`config.mk`:
```
export PLATFORM = sky130hd
export DESIGN_NAME = fmd_div_stage
export DESIGN_NICKNAME = d
export VERILOG_FILES = /design/src/fmd_div_stage.sv
export SDC_FILE = /design/constraint.sdc
export NUM_CORES = 1
export LEC_CHECK = 0
export BUFFER_PORTS_ARGS = -buffer_cell sky130_fd_sc_hd__buf_2
export CORE_AREA = 2 2 106 108
export DETAILED_ROUTE_END_ITERATION = 16
export DIE_AREA = 0 0 108 110
export GPL_TIMING_DRIVEN = 0
export PLACE_DENSITY_LB_ADDON = 0.1
export SLEW_MARGIN = 20
export SYNTH_ARGS = -nofsm -noshare
export SYNTH_HDL_FRONTEND = slang
export SYNTH_SLANG_ARGS = --single-unit
```
`constraint.sdc`:
```
create_clock -name vclk -period 9.4
set_clock_uncertainty 0.15 [all_clocks]
set_input_delay 0.94 -clock vclk [all_inputs]
set_output_delay 0.94 -clock vclk [all_outputs]
set_load 0.01 [all_outputs]
```
`src/fmd_div_stage.sv`:
```
module fmd_div_stage #(
    parameter int MANT_WIDTH = 53
) (
    input  logic [MANT_WIDTH+1:0] rem_in,
    input  logic [MANT_WIDTH:0]   q_in,
    input  logic [MANT_WIDTH-1:0] divisor,
    output logic [MANT_WIDTH+1:0] rem_out,
    output logic [MANT_WIDTH:0]   q_out
);
    logic                  ge;
    logic [MANT_WIDTH+1:0] diff;

    always_comb
    begin
        ge = rem_in >= {2'b00, divisor};
        diff = ge ? (rem_in - {2'b00, divisor}) : rem_in;
        rem_out = {diff[MANT_WIDTH:0], 1'b0};
        q_out = {q_in[MANT_WIDTH-1:0], ge};
    end
endmodule

```
-- Word level (Yosys, flattened, before mapping)
Cells that the tools add are included.
- logic and storage cells: 3
- register bits after elaboration: 0
- bits of input ports: 162
- output and inout bits: 109
- mux-type cells: 1
- $lt $le $gt $ge: 1
- $add $sub $neg: 1
- operators by type and width (kind ; count):
    $ge 55x53->1 ; 1
    $mux 54 ; 1
    $sub 54x53->54 ; 1

-- Depth between registers and ports, before layout
- depth in word-level cells: 2
- gate-level depth with buffers: 17
- depth with buffers taken out: 14

-- Worst setup path before layout
Ideal clock, no wire load.
- path type: input-to-output
- from: input port divisor[17]
- to: output port rem_out[50]
- arrival: 3581 ps
- cell stages on the path: 13
- required time: 8310 ps
- path slack: 4729 ps
- cells stage by stage: inv_1 > ha_1 > and3_1 > buf_4 > nand3_2 > or4_1 > a211o_1 > nand3_2 > a41oi_4 > o211a_1 > o31ai_2 > xor2_1 > mux2_1
- word-level cells in the longest chain between the ends: 2
- ends and longest elaborated chain (element ; line ; text):
    start, declared ; 6 ; input logic [MANT_WIDTH-1:0] divisor,
    $sub 54x53->54 or $ge 55x53->1 (tied branches) ; 16, 15 ;
    $mux 54 (*) ; 16 ; diff = ge ? (rem_in - {2'b00, divisor}) : rem_in;
    end, declared ; 7 ; output logic [MANT_WIDTH+1:0] rem_out,
Mark *: on every way between the ends. The rest lies on a longest branch, timed or not.

-- Worst setup path after layout
- from: input port rem_in[23]
- to: output port rem_out[47]
- word-level cells in the longest chain between the ends: 2
- ends and longest elaborated chain (element ; line ; text):
    start, declared ; 4 ; input logic [MANT_WIDTH+1:0] rem_in,
    $sub 54x53->54 or $ge 55x53->1 (tied branches) ; 16, 15 ;
    $mux 54 (*) ; 16 ;
Marked as above.

==> results.md <==
* Hold depth at 2
* Port bufs at 216
* Vias/cell at 5.29
* Post-synth cell types at 59
* Critical Path Fanout Max at 10
* Post-synth top area share at 15.4%
* Fmax at 0.177 GHz
* Critical path class: in -> out
* Fin crit share at 59.9%
* Layout Nets at 1115
* Routed Antenna Nets at 0
* RSZ-0062 raised after global routing: no
* Worst path slowest cell: clkbuf_1
* Synth area leaders: ha_1 (15%), a21oi_1 (10%), buf_4 (10%)
* Number of buffer and inverter stages on the critical path at 6
* DP HPWL at 12400 um
* Layout cells sized above 1 at 33.4%
* Post-cts gate resize count at 0
* Final Cell Area at 5560 um^2
* Seq_cells at 0
* Worst Setup End Kind: output port
* Max_slew headroom at 53.5%
* Top-count cell post-synth: a21oi_1
* Post-Synthesis Cells at 681
* Syn Area/Cell at 6.31 um^2
* Vias in the first global route at 4896
* Hold EP: q_out[3]
* Initial Util at 40.2%
* Ant. Diodes at 0
* CLK BUF at 0
* Initial antenna violation count at 0
* CP max stage delay at 0.53 ns
* Syn Nets at 897
* GRT Overall Usage at 22.7%
* DRT Pass-1 Iters at 5
* Yosys warnings at 0
* Core Util, Final at 51.9%
* Post-Place Cells at 1037
* Peak supply drop at 0.0337 mV
* Crit path DAT at 4.54 ns
* Maxcap violations at 0
* Static leakage at 0.00303 uW
* Hold Buf Count CTS at 0
* Gr ovfl total at 0
* Row Count at 38
* Largest net degree at the start of global routing at 11
* Die X at 108 um
* First-pass GRT wire length at 22400 um
* Syn-to-layout area delta at 29.2%
* TNS Setup at 0 ns
* Hold crit path type: in -> out
* Post-Route WL at 14700 um
* Total die area at 11900 um^2
* Tightest Pin Transition at 0.698 ns
* Sequential cell area at 0 um^2
* Io pins at 271
* Starting DRT DRC Count at 245
* CP dominant cell by count: buf_2
* Mapped cell area at 4300 um^2
* Kind of cell adding the most delay to the critical path: buffers and inverters
* Worst Path Required at 8.31 ns
* Residual DRC at 0
* Sequential-to-total area share from yosys stat at 0%
* Core box area at 10700 um^2
* Pwr per Cell Area at 77.2 nW/um^2
* FILL cells at 1144
* Placed cell areas at 5560 um^2
* Critical path, cell by cell: buf_2, ha_1, clkbuf_1, nand4_1, nor3_1, and2_1, o211ai_1, a211oi_1, o21bai_1, o21ba_2, buf_2, inv_2, clkbuf_1, nor2_1, nor3_1, buf_2
* Final cell count without fillers at 1037
* Area leader, netlist: ha_1
* Final min period at 5.63 ns
* Max Transition Viols Final at 0
* DR vias at 5482
* Synth cell count leaders: a21oi_1 (90), inv_1 (69), nand2_1 (59), nor2_1 (59), buf_4 (57)
* Worst Hold Launch: q_in[2]
* RePlAce Congestion at 0.922
* Post-CTS setup buffers at 0
* Setup crit start kind: input pin
* Routed length per placed instance at 14.2 um
* # setup viols final at 0
* Fin. Hold Viols at 0
* Die Ht at 110 um
* Status: complete, no violations
power by group:
part	internal [uW]	leakage, uW	switching, uW	total (uW)
clock network	0	0	0	0
registers	0	0	0	0
logic	189	0.00303	240	429
cell type report:
class                      count  area, um^2  area share [%]
multi-input combinational    523        3480            62.6
tap                          140         175            3.15
buffer                        88         557            10.0
timing repair buffer         216        1080            19.5
inverter                      70         263            4.73
layer usage:
metal  track usage [%]  part of all wire [%]  vias up  wire, um
li1                  -                     -     2760         -
met3              1.41                   7.0       22      1030
met5                 0                     0        -         0
met2              42.1                    50      239      7280
met4              3.57                   1.4        0       209
met1              29.4                    42     2461      6190
cells by family after synthesis:
kind of cell / count (synthesis) / synth area share (%)
mux: 10 / 2.59
compound gates: 219 / 31.7
fa+ha+maj: 54 / 15.9
xor+xnor: 49 / 9.98
other cells: 1 / 0.0872
buf+inv: 158 / 19.1
simple gates: 190 / 20.7
cells in the final DEF, fill, tap and decap left out, types with 26 or more instances in the layout:
cell type,count
buf_2,226
a21oi_1,90
inv_1,69
nand2_1,59
nor2_1,59
buf_4,57
ha_1,53
o21ai_0,40
xnor2_1,26
through the flow:
stage	hold WS [ns]	worst slack [ns]	total power (uW)
2_1_floorplan	1.81	4.73	284
3_3_place_gp	1.92	3.82	424
3_5_place_dp	1.91	3.80	425
4_1_cts	1.91	3.77	428
5_1_grt	1.92	3.45	475
6_report	1.91	3.77	429
worst max-delay path by stage:
| stage | start | end | slack [ns] | depth (start not counted) |
|---|---|---|---|---|
| 2_1_floorplan | divisor[17] | rem_out[50] | 4.73 | 13 |
| 3_3_place_gp | rem_in[23] | rem_out[37] | 3.82 | 17 |
| 3_5_place_dp | rem_in[23] | rem_out[6] | 3.80 | 17 |
| 4_1_cts | rem_in[23] | rem_out[6] | 3.77 | 17 |
| 5_1_grt | divisor[24] | rem_out[37] | 3.45 | 18 |
| 6_report | rem_in[23] | rem_out[47] | 3.77 | 16 |
No activity file was read; power rests on OpenSTA's default activity.
